[src/plls_pkg.sv]
package plls_pkg;

  // field widths
  localparam int unsigned AngleW  = 16;
  localparam int unsigned SpeedW  = 25;
  localparam int unsigned PropW   = 16;
  localparam int unsigned IntegW  = 24;
  localparam int unsigned LimitW  = 24;
  localparam int unsigned PeriodW = 24;

  // shared multiplier: signed 25 x (unsigned 24 extended to signed 25)
  localparam int unsigned MulAW = 25;
  localparam int unsigned MulBW = 25;
  localparam int unsigned MulPW = MulAW + MulBW;

  // apb
  localparam int unsigned AddrW = 4;
  localparam int unsigned DataW = 32;

  // register reset values
  localparam logic [PropW-1:0]   PropGainRst     = 16'd25600;
  localparam logic [IntegW-1:0]  IntegGainRst    = 24'd6554;
  localparam logic [LimitW-1:0]  SpeedLimitRst   = 24'd9830400;
  localparam logic [PeriodW-1:0] SamplePeriodRst = 24'd33554;

  // register indexes (paddr[3:2])
  typedef enum logic [1:0] {
    REG_PROP_GAIN     = 2'd0,
    REG_INTEG_GAIN    = 2'd1,
    REG_SPEED_LIMIT   = 2'd2,
    REG_SAMPLE_PERIOD = 2'd3
  } reg_idx_e;

  // request to the shared multiplier
  typedef struct packed {
    logic                    en;
    logic signed [MulAW-1:0] a;
    logic signed [MulBW-1:0] b;
  } mul_req_t;

endpackage

[src/plls_ifs.sv]
interface plls_sample_if;
  import plls_pkg::*;

  logic                     valid;
  logic                     ready;
  logic signed [AngleW-1:0] measured_angle;
  logic                     restart;

  modport source (output valid, output measured_angle, output restart, input ready);
  modport sink   (input valid, input measured_angle, input restart, output ready);
endinterface

interface plls_result_if;
  import plls_pkg::*;

  logic                     valid;
  logic                     ready;
  logic signed [SpeedW-1:0] speed_estimate;
  logic signed [AngleW-1:0] angle_estimate;

  modport source (output valid, output speed_estimate, output angle_estimate, input ready);
  modport sink   (input valid, input speed_estimate, input angle_estimate, output ready);
endinterface

[src/plls_mul.sv]
module plls_mul (
  input  logic                                   clk_i,
  input  plls_pkg::mul_req_t                     req_i,
  output logic signed [plls_pkg::MulPW-1:0]      prod_o
);
  import plls_pkg::*;

  logic signed [MulPW-1:0] prod_q;

  // registered product, held while idle
  always_ff @(posedge clk_i) begin
    if (req_i.en) begin
      prod_q <= MulPW'(req_i.a) * MulPW'(req_i.b);
    end
  end

  assign prod_o = prod_q;
endmodule

[src/pll_angle_speed_observer_top.sv]
// channel   dir  handshake      payload
// sample_i  in   valid/ready    measured_angle[15:0] signed, restart
// result_o  out  valid/ready    speed_estimate[24:0] signed Q8.16, angle_estimate[15:0]
// apb       in   psel/penable   paddr[3:0], pwdata[31:0], prdata[31:0], pready tied high
//
// a sample steps through mul_p, mul_i, acc, speed, mul_s and angle before done loads the
// result register; a restart goes straight to done; ready returns with that load
// the state sequence is set by three dependent products through one shared multiplier
// rst_ni clears config to defaults, state to zero and the result register
// sample ready is high only while idle; a finished result waits in the output
// register, so the next sample runs while the old result is still not taken
module pll_angle_speed_observer_top (
  input  logic                              clk_i,
  input  logic                              rst_ni,
  plls_sample_if.sink                       sample_i,
  plls_result_if.source                     result_o,
  input  logic                              psel,
  input  logic                              penable,
  input  logic                              pwrite,
  input  logic [plls_pkg::AddrW-1:0]        paddr,
  input  logic [plls_pkg::DataW-1:0]        pwdata,
  output logic [plls_pkg::DataW-1:0]        prdata,
  output logic                              pready
);
  import plls_pkg::*;

  typedef enum logic [2:0] {
    ST_IDLE,
    ST_MUL_P,
    ST_MUL_I,
    ST_ACC,
    ST_SPEED,
    ST_MUL_S,
    ST_ANGLE,
    ST_DONE
  } state_e;

  // configuration registers
  logic [PropW-1:0]   prop_gain_q;
  logic [IntegW-1:0]  integ_gain_q;
  logic [LimitW-1:0]  speed_limit_q;
  logic [PeriodW-1:0] sample_period_q;

  // observer state and work registers
  state_e                   state_q;
  logic [AngleW-1:0]        est_angle_q;
  logic signed [SpeedW-1:0] integ_acc_q;
  logic signed [AngleW-1:0] err_q;
  logic signed [SpeedW-1:0] up_q;
  logic signed [SpeedW-1:0] speed_q;

  // result register
  logic                     out_valid_q;
  logic signed [SpeedW-1:0] out_speed_q;
  logic signed [AngleW-1:0] out_angle_q;
  logic                     out_load;

  mul_req_t                mul_req;
  logic signed [MulPW-1:0] prod;

  logic                    in_xfer;
  logic                    cfg_wr;
  reg_idx_e                cfg_idx;

  // rounding shifts: add half an lsb, then arithmetic shift (ties toward +inf)
  logic signed [MulPW-1:0]  rnd_p;
  logic signed [MulPW-1:0]  rnd_i;
  logic signed [MulPW-1:0]  rnd_s;
  logic signed [SpeedW:0]   acc_sum;
  logic signed [SpeedW:0]   spd_sum;
  logic signed [SpeedW:0]   lim_pos;
  logic signed [SpeedW:0]   lim_neg;
  logic signed [SpeedW-1:0] acc_clamped;
  logic signed [SpeedW-1:0] spd_clamped;
  logic [AngleW-1:0]        step;

  assign pready  = 1'b1;
  assign cfg_wr  = psel & penable & pwrite & pready;
  assign cfg_idx = reg_idx_e'(paddr[3:2]);

  assign sample_i.ready = (state_q == ST_IDLE);
  assign in_xfer        = sample_i.valid & sample_i.ready;

  // finished estimate moves into the output register once it is free
  assign out_load = (state_q == ST_DONE) && (!out_valid_q || result_o.ready);

  assign result_o.valid          = out_valid_q;
  assign result_o.speed_estimate = out_speed_q;
  assign result_o.angle_estimate = out_angle_q;

  // register read back
  always_comb begin
    case (cfg_idx)
      REG_PROP_GAIN:     prdata = DataW'(prop_gain_q);
      REG_INTEG_GAIN:    prdata = DataW'(integ_gain_q);
      REG_SPEED_LIMIT:   prdata = DataW'(speed_limit_q);
      REG_SAMPLE_PERIOD: prdata = DataW'(sample_period_q);
      default:           prdata = '0;
    endcase
  end

  always_ff @(posedge clk_i or negedge rst_ni) begin
    if (!rst_ni) begin
      prop_gain_q     <= PropGainRst;
      integ_gain_q    <= IntegGainRst;
      speed_limit_q   <= SpeedLimitRst;
      sample_period_q <= SamplePeriodRst;
    end else if (cfg_wr) begin
      case (cfg_idx)
        REG_PROP_GAIN:     prop_gain_q     <= pwdata[PropW-1:0];
        REG_INTEG_GAIN:    integ_gain_q    <= pwdata[IntegW-1:0];
        REG_SPEED_LIMIT:   speed_limit_q   <= pwdata[LimitW-1:0];
        REG_SAMPLE_PERIOD: sample_period_q <= pwdata[PeriodW-1:0];
        default: ;
      endcase
    end
  end

  // operand select for the shared multiplier
  always_comb begin
    mul_req = '0;
    case (state_q)
      ST_MUL_P: begin
        mul_req.en = 1'b1;
        mul_req.a  = MulAW'(err_q);
        mul_req.b  = $signed(MulBW'(prop_gain_q));
      end
      ST_MUL_I: begin
        mul_req.en = 1'b1;
        mul_req.a  = MulAW'(err_q);
        mul_req.b  = $signed(MulBW'(integ_gain_q));
      end
      ST_MUL_S: begin
        mul_req.en = 1'b1;
        mul_req.a  = MulAW'(speed_q);
        mul_req.b  = $signed(MulBW'(sample_period_q));
      end
      default: mul_req = '0;
    endcase
  end

  plls_mul u_mul (
    .clk_i  (clk_i),
    .req_i  (mul_req),
    .prod_o (prod)
  );

  always_comb begin
    rnd_p   = prod + (MulPW'(1) <<< 7);
    rnd_i   = prod + (MulPW'(1) <<< 15);
    rnd_s   = prod + (MulPW'(1) <<< 23);
    lim_pos = $signed({2'b00, speed_limit_q});
    lim_neg = -lim_pos;

    // integral update, clamped to the limit
    acc_sum = (SpeedW+1)'(integ_acc_q) + (SpeedW+1)'($signed(rnd_i[SpeedW+15:16]));
    if (acc_sum > lim_pos) begin
      acc_clamped = lim_pos[SpeedW-1:0];
    end else if (acc_sum < lim_neg) begin
      acc_clamped = lim_neg[SpeedW-1:0];
    end else begin
      acc_clamped = acc_sum[SpeedW-1:0];
    end

    // p term plus integral, clamped to the limit
    spd_sum = (SpeedW+1)'(up_q) + (SpeedW+1)'(integ_acc_q);
    if (spd_sum > lim_pos) begin
      spd_clamped = lim_pos[SpeedW-1:0];
    end else if (spd_sum < lim_neg) begin
      spd_clamped = lim_neg[SpeedW-1:0];
    end else begin
      spd_clamped = spd_sum[SpeedW-1:0];
    end

    // angle advance, kept modulo one turn
    step = rnd_s[AngleW+23:24];
  end

  always_ff @(posedge clk_i or negedge rst_ni) begin
    if (!rst_ni) begin
      state_q     <= ST_IDLE;
      est_angle_q <= '0;
      integ_acc_q <= '0;
      out_valid_q <= 1'b0;
      err_q       <= '0;
      up_q        <= '0;
      speed_q     <= '0;
      out_speed_q <= '0;
      out_angle_q <= '0;
    end else begin
      // result register: load a finished estimate, else drop the one taken
      if (out_load) begin
        out_valid_q <= 1'b1;
        out_speed_q <= speed_q;
        out_angle_q <= $signed(est_angle_q);
      end else if (out_valid_q && result_o.ready) begin
        out_valid_q <= 1'b0;
      end
      case (state_q)
        ST_IDLE: begin
          if (in_xfer) begin
            if (sample_i.restart) begin
              est_angle_q <= '0;
              integ_acc_q <= '0;
              speed_q     <= '0;
              state_q     <= ST_DONE;
            end else begin
              // phase error wraps into one turn
              err_q   <= $signed(sample_i.measured_angle - est_angle_q);
              state_q <= ST_MUL_P;
            end
          end
        end
        ST_MUL_P: state_q <= ST_MUL_I;
        ST_MUL_I: begin
          up_q    <= rnd_p[SpeedW+7:8];
          state_q <= ST_ACC;
        end
        ST_ACC: begin
          integ_acc_q <= acc_clamped;
          state_q     <= ST_SPEED;
        end
        ST_SPEED: begin
          speed_q <= spd_clamped;
          state_q <= ST_MUL_S;
        end
        ST_MUL_S: state_q <= ST_ANGLE;
        ST_ANGLE: begin
          est_angle_q <= est_angle_q + step;
          state_q     <= ST_DONE;
        end
        ST_DONE: begin
          // wait here until the output register takes the result
          if (out_load) begin
            state_q <= ST_IDLE;
          end
        end
        default: state_q <= ST_IDLE;
      endcase
    end
  end
endmodule

[src/flat_wrapper.sv]
// flat-port wrapper written by rule: the top's interface ports become plain ports
module pll_angle_speed_observer_top_flat import plls_pkg::*;
  (clk_i, rst_ni, psel, penable, pwrite, paddr, pwdata, prdata, pready, sample_i_valid, sample_i_measured_angle, sample_i_restart, sample_i_ready, result_o_valid, result_o_speed_estimate, result_o_angle_estimate, result_o_ready);
  plls_sample_if sample_i_i ();
  plls_result_if result_o_i ();
  input  logic clk_i;
  input  logic rst_ni;
  input  logic psel;
  input  logic penable;
  input  logic pwrite;
  input  logic [plls_pkg::AddrW-1:0] paddr;
  input  logic [plls_pkg::DataW-1:0] pwdata;
  output logic [plls_pkg::DataW-1:0] prdata;
  output logic pready;
  input wire logic [$bits(sample_i_i.valid)-1:0] sample_i_valid;
  input wire logic [$bits(sample_i_i.measured_angle)-1:0] sample_i_measured_angle;
  input wire logic [$bits(sample_i_i.restart)-1:0] sample_i_restart;
  output wire logic [$bits(sample_i_i.ready)-1:0] sample_i_ready;
  output wire logic [$bits(result_o_i.valid)-1:0] result_o_valid;
  output wire logic [$bits(result_o_i.speed_estimate)-1:0] result_o_speed_estimate;
  output wire logic [$bits(result_o_i.angle_estimate)-1:0] result_o_angle_estimate;
  input wire logic [$bits(result_o_i.ready)-1:0] result_o_ready;
  assign sample_i_i.valid = sample_i_valid;
  assign sample_i_i.measured_angle = sample_i_measured_angle;
  assign sample_i_i.restart = sample_i_restart;
  assign sample_i_ready = sample_i_i.ready;
  assign result_o_valid = result_o_i.valid;
  assign result_o_speed_estimate = result_o_i.speed_estimate;
  assign result_o_angle_estimate = result_o_i.angle_estimate;
  assign result_o_i.ready = result_o_ready;
  pll_angle_speed_observer_top u_core (.clk_i(clk_i), .rst_ni(rst_ni), .sample_i(sample_i_i), .result_o(result_o_i), .psel(psel), .penable(penable), .pwrite(pwrite), .paddr(paddr), .pwdata(pwdata), .prdata(prdata), .pready(pready));
endmodule
[config.mk]
export PLATFORM = sky130hd
export DESIGN_NAME = pll_angle_speed_observer_top_flat
export DESIGN_NICKNAME = d
export VERILOG_FILES = /design/src/plls_pkg.sv /design/src/plls_ifs.sv /design/src/plls_mul.sv /design/src/pll_angle_speed_observer_top.sv /design/src/flat_wrapper.sv
export SDC_FILE = /design/constraint.sdc
export NUM_CORES = 2
export LEC_CHECK = 0
export BUFFER_PORTS_ARGS = -buffer_cell sky130_fd_sc_hd__buf_2
export CAP_MARGIN = 20
export CORE_MARGIN = 1.5
export CORE_UTILIZATION = 45
export DETAILED_ROUTE_END_ITERATION = 7
export PLACE_DENSITY_LB_ADDON = 0.25
export SYNTH_ARGS = -nofsm -noshare
export SYNTH_HDL_FRONTEND = slang
export SYNTH_SLANG_ARGS = --single-unit
[constraint.sdc]
create_clock -name clk_i -period 16.8 [get_ports clk_i]
set_clock_uncertainty 0.15 [all_clocks]
set_input_delay 3.36 -clock clk_i [delete_from_list [all_inputs] [get_ports clk_i]]
set_output_delay 3.36 -clock clk_i [all_outputs]
set_load 0.01 [all_outputs]
==> results.tsv <==
metric	value	unit
place_congestion	0.973	
clkLatencyLatePin	0.58	ns
setup_viol	0	
ir_drop	0.173	mV
synth_top_family_by_area	adder cells	
maxSlewViolCount	0	
powerDensity	212	mW/mm2
fmax	101	MHz
pre_cts_slack	7.11	ns
rsz0062_at_grt	false	
fin_crit_sh	58.8	%
drtIter0Drc	2723	
antennaDiodeCount	0	
synth_compound_area_share	11.0	%
drtAntennaViolNets	0	
tns	0	ns
cts_setup_buffers	0	
met1_length	51500	um
cpPeakStageDelay	0.90	ns
route.met3.wl	10200	um
post-route-min-period	9.88	ns
cp_common_cell	fa_1	
grt_pass1_vias	30000	
cts_made_buffers	35	
grt_pass1_wl	186000	um
grt_max_degree	83	
multi_input_area	0.0276	mm2
drt-pass1-iter-count	6	
mostFrequentLayoutCell	inv_1	
cts_resized	0	
cp_top_family	adder cells	
cts_hold_buffers	0	
min_from	u_core.result_o.speed_estimate[24]$_DFFE_PN0P_	
synth.avg_cell_area	9.11	um2
dieArea	0.0861	mm2
core	0.0836	mm2
routed_wl	122000	um
critPathSlowestCell	and2_1	
met2_length	55000	um
drc_errors	0	
maxCapViolCount	0	
synth_area	0.0380	mm2
area_delta_synth_final	8.09	%
cts_tree	built	
wl_per_cell	23.0	um
antenna_found_initial	2	
ys_types	83	
path_max_fanout	29	
cp_data_arrival_time	10.03	ns
seqCellArea	0.00705	mm2
postSynthCellCount	4170	
vias_per_cell	5.67	
status	finished clean	
clock_sinks	274	
drive_gt1_share	10.6	%
die_h	293	um
end_kind	flop	
synth_edf_count	34	
nets	5122	
setup_slack	6.92	ns
ys_seq_elements	274	
num_io_pins	136	
fillers	8083	
worstPathRequired	16.95	ns
overflow	0	
async_reset_ff_share	87.6	%
dp_hpwl	97400	um
power_leakage	20.1	nW
path_buf_inv	5	
synth_ff_type	dfrtp_1	
clk_pin_slew_worst_paths	0.07	ns
hold_end	u_core.result_o.speed_estimate[24]$_DFFE_PN0P_	
fp-row-count	106	
cp-start-kind	flop	
yosysWarnings	0	
clk_path_buf_depth	3	
final_cell_mix	721 x inv_1, 540 x fa_1, 486 x nor2_1	
track_usage	28.8	%
rr_worst_depth	28	
min_path_cells	1	
highest_layer	met5	
num_vias	30200	
timing.rr.start	u_core.state_q[0]$_DFFE_PN0P_	
synthAdderAreaFrac	38.4	%
fp.dieW	293	um
synthSimpleGateAreaFrac	12.8	%
root_buffer	clkbuf_16	
port_buffers	116	
min_path_type	reg2reg	
synth_xor_xnor_area_share	4.80	%
initial_core_util	45.4	%
timing.rr.end	u_core.u_mul.prod_o[39]$_DFFE_PN_	
slew_headroom	13.3	%
htreeDepth	2	
ys_seq_area_share	18.6	%
hold_viol	0	
worstSetupPathType	reg2reg	
synth_mux_area_share	5.21	%
worst_slew_pin_slew	1.30	ns
reg2reg_slack	6.92	ns
[final cells by class]
| cell class | count | share of cell area, % |
|---|---|---|
| Inverter | 724 | 6.62 |
| Clock buffer | 49 | 2.48 |
| Multi-Input combinational cell | 2989 | 67.1 |
| Timing Repair Buffer | 196 | 2.90 |
| Clock inverter | 15 | 0.375 |
| Sequential cell | 274 | 17.2 |
| Tap cell | 1080 | 3.29 |
[metal layers]
layer | track usage, % | vias up
li1 | - | 13400
met1 | 39.9 | 15200
met2 | 45.1 | 1326
met3 | 4.54 | 244
met4 | 11.8 | 2
met5 | 0 | -
[power by group]
group	total, W	leakage (nW)	switching (W)	internal (W)
clock	0.000777	0.579	0.000331	0.000446
combinational	0.00650	16.3	0.00405	0.00245
sequential	0.00142	3.24	0.000397	0.00102
total	0.00869	20.1	0.00478	0.00391
[synthesized netlist by cell type, types with 39 or more instances]
cell type / number / area (um2)
a21o_1: 90 / 676
a21oi_1: 174 / 871
a22o_1: 45 / 394
clkbuf_1: 158 / 593
dfrtp_1: 221 / 5530
fa_1: 540 / 10800
ha_1: 302 / 3780
inv_1: 721 / 2710
mux2_2: 115 / 1290
nand2_1: 400 / 1500
nand3_1: 39 / 195
nor2_1: 487 / 1830
nor3_1: 41 / 205
o21ai_0: 124 / 621
xnor2_1: 138 / 1210
xor2_1: 70 / 613
[worst max-delay path by stage]
stage / from / slack [ns] / end / cells past startpoint
6_report: u_core.state_q[0]$_DFFE_PN0P_ / 6.92 / u_core.u_mul.prod_o[39]$_DFFE_PN_ / 28
3_5_place_dp: u_core.state_q[0]$_DFFE_PN0P_ / 7.11 / u_core.u_mul.prod_o[39]$_DFFE_PN_ / 28
4_1_cts: u_core.state_q[0]$_DFFE_PN0P_ / 7.06 / u_core.u_mul.prod_o[39]$_DFFE_PN_ / 28
2_1_floorplan: u_core.state_q[1]$_DFFE_PN0P_ / 8.06 / u_core.u_mul.prod_o[39]$_DFFE_PN_ / 31
5_1_grt: u_core.state_q[0]$_DFFE_PN0P_ / 6.59 / u_core.u_mul.prod_o[34]$_DFFE_PN_ / 25
3_3_place_gp: u_core.state_q[0]$_DFFE_PN0P_ / 7.19 / u_core.u_mul.prod_o[39]$_DFFE_PN_ / 28
[sequential cells by signal, summed over array words and instances (netlist names), 24 cells and up]
name / count
u_core.speed_q: 25
u_core.sample_period_q: 24
u_core.u_mul.prod_o: 34
u_core.up_q: 25
u_core.speed_limit_q: 24
u_core.integ_gain_q: 24
u_core.result_o.speed_estimate: 25
u_core.integ_acc_q: 25
[cell families after synthesis]
kind of cell / count (synthesis)
muxes: 163
and+or+nand+nor: 1138
other: 2
AOI/OAI and AO/OA: 629
DFF: 274
adders and majority gates: 842
xor gates and xnor gates: 208
buffers and inverters: 914
[stage by stage]
stage                     util [%]  instances  cell area (um2)  total power (W)  hold WS [ns]
final                         49.1       5327            41000          0.00869         0.348
after global routing          49.1       5327            41000          0.00939         0.367
after detailed placement      47.7       5262            39900          0.00777         0.340
after CTS                     49.1       5326            41000          0.00860         0.354
after global placement        47.7       5261            39900          0.00771         0.336
after floorplan                  -       4177            38000          0.00570         0.322
(Power assumes the default switching activity.)
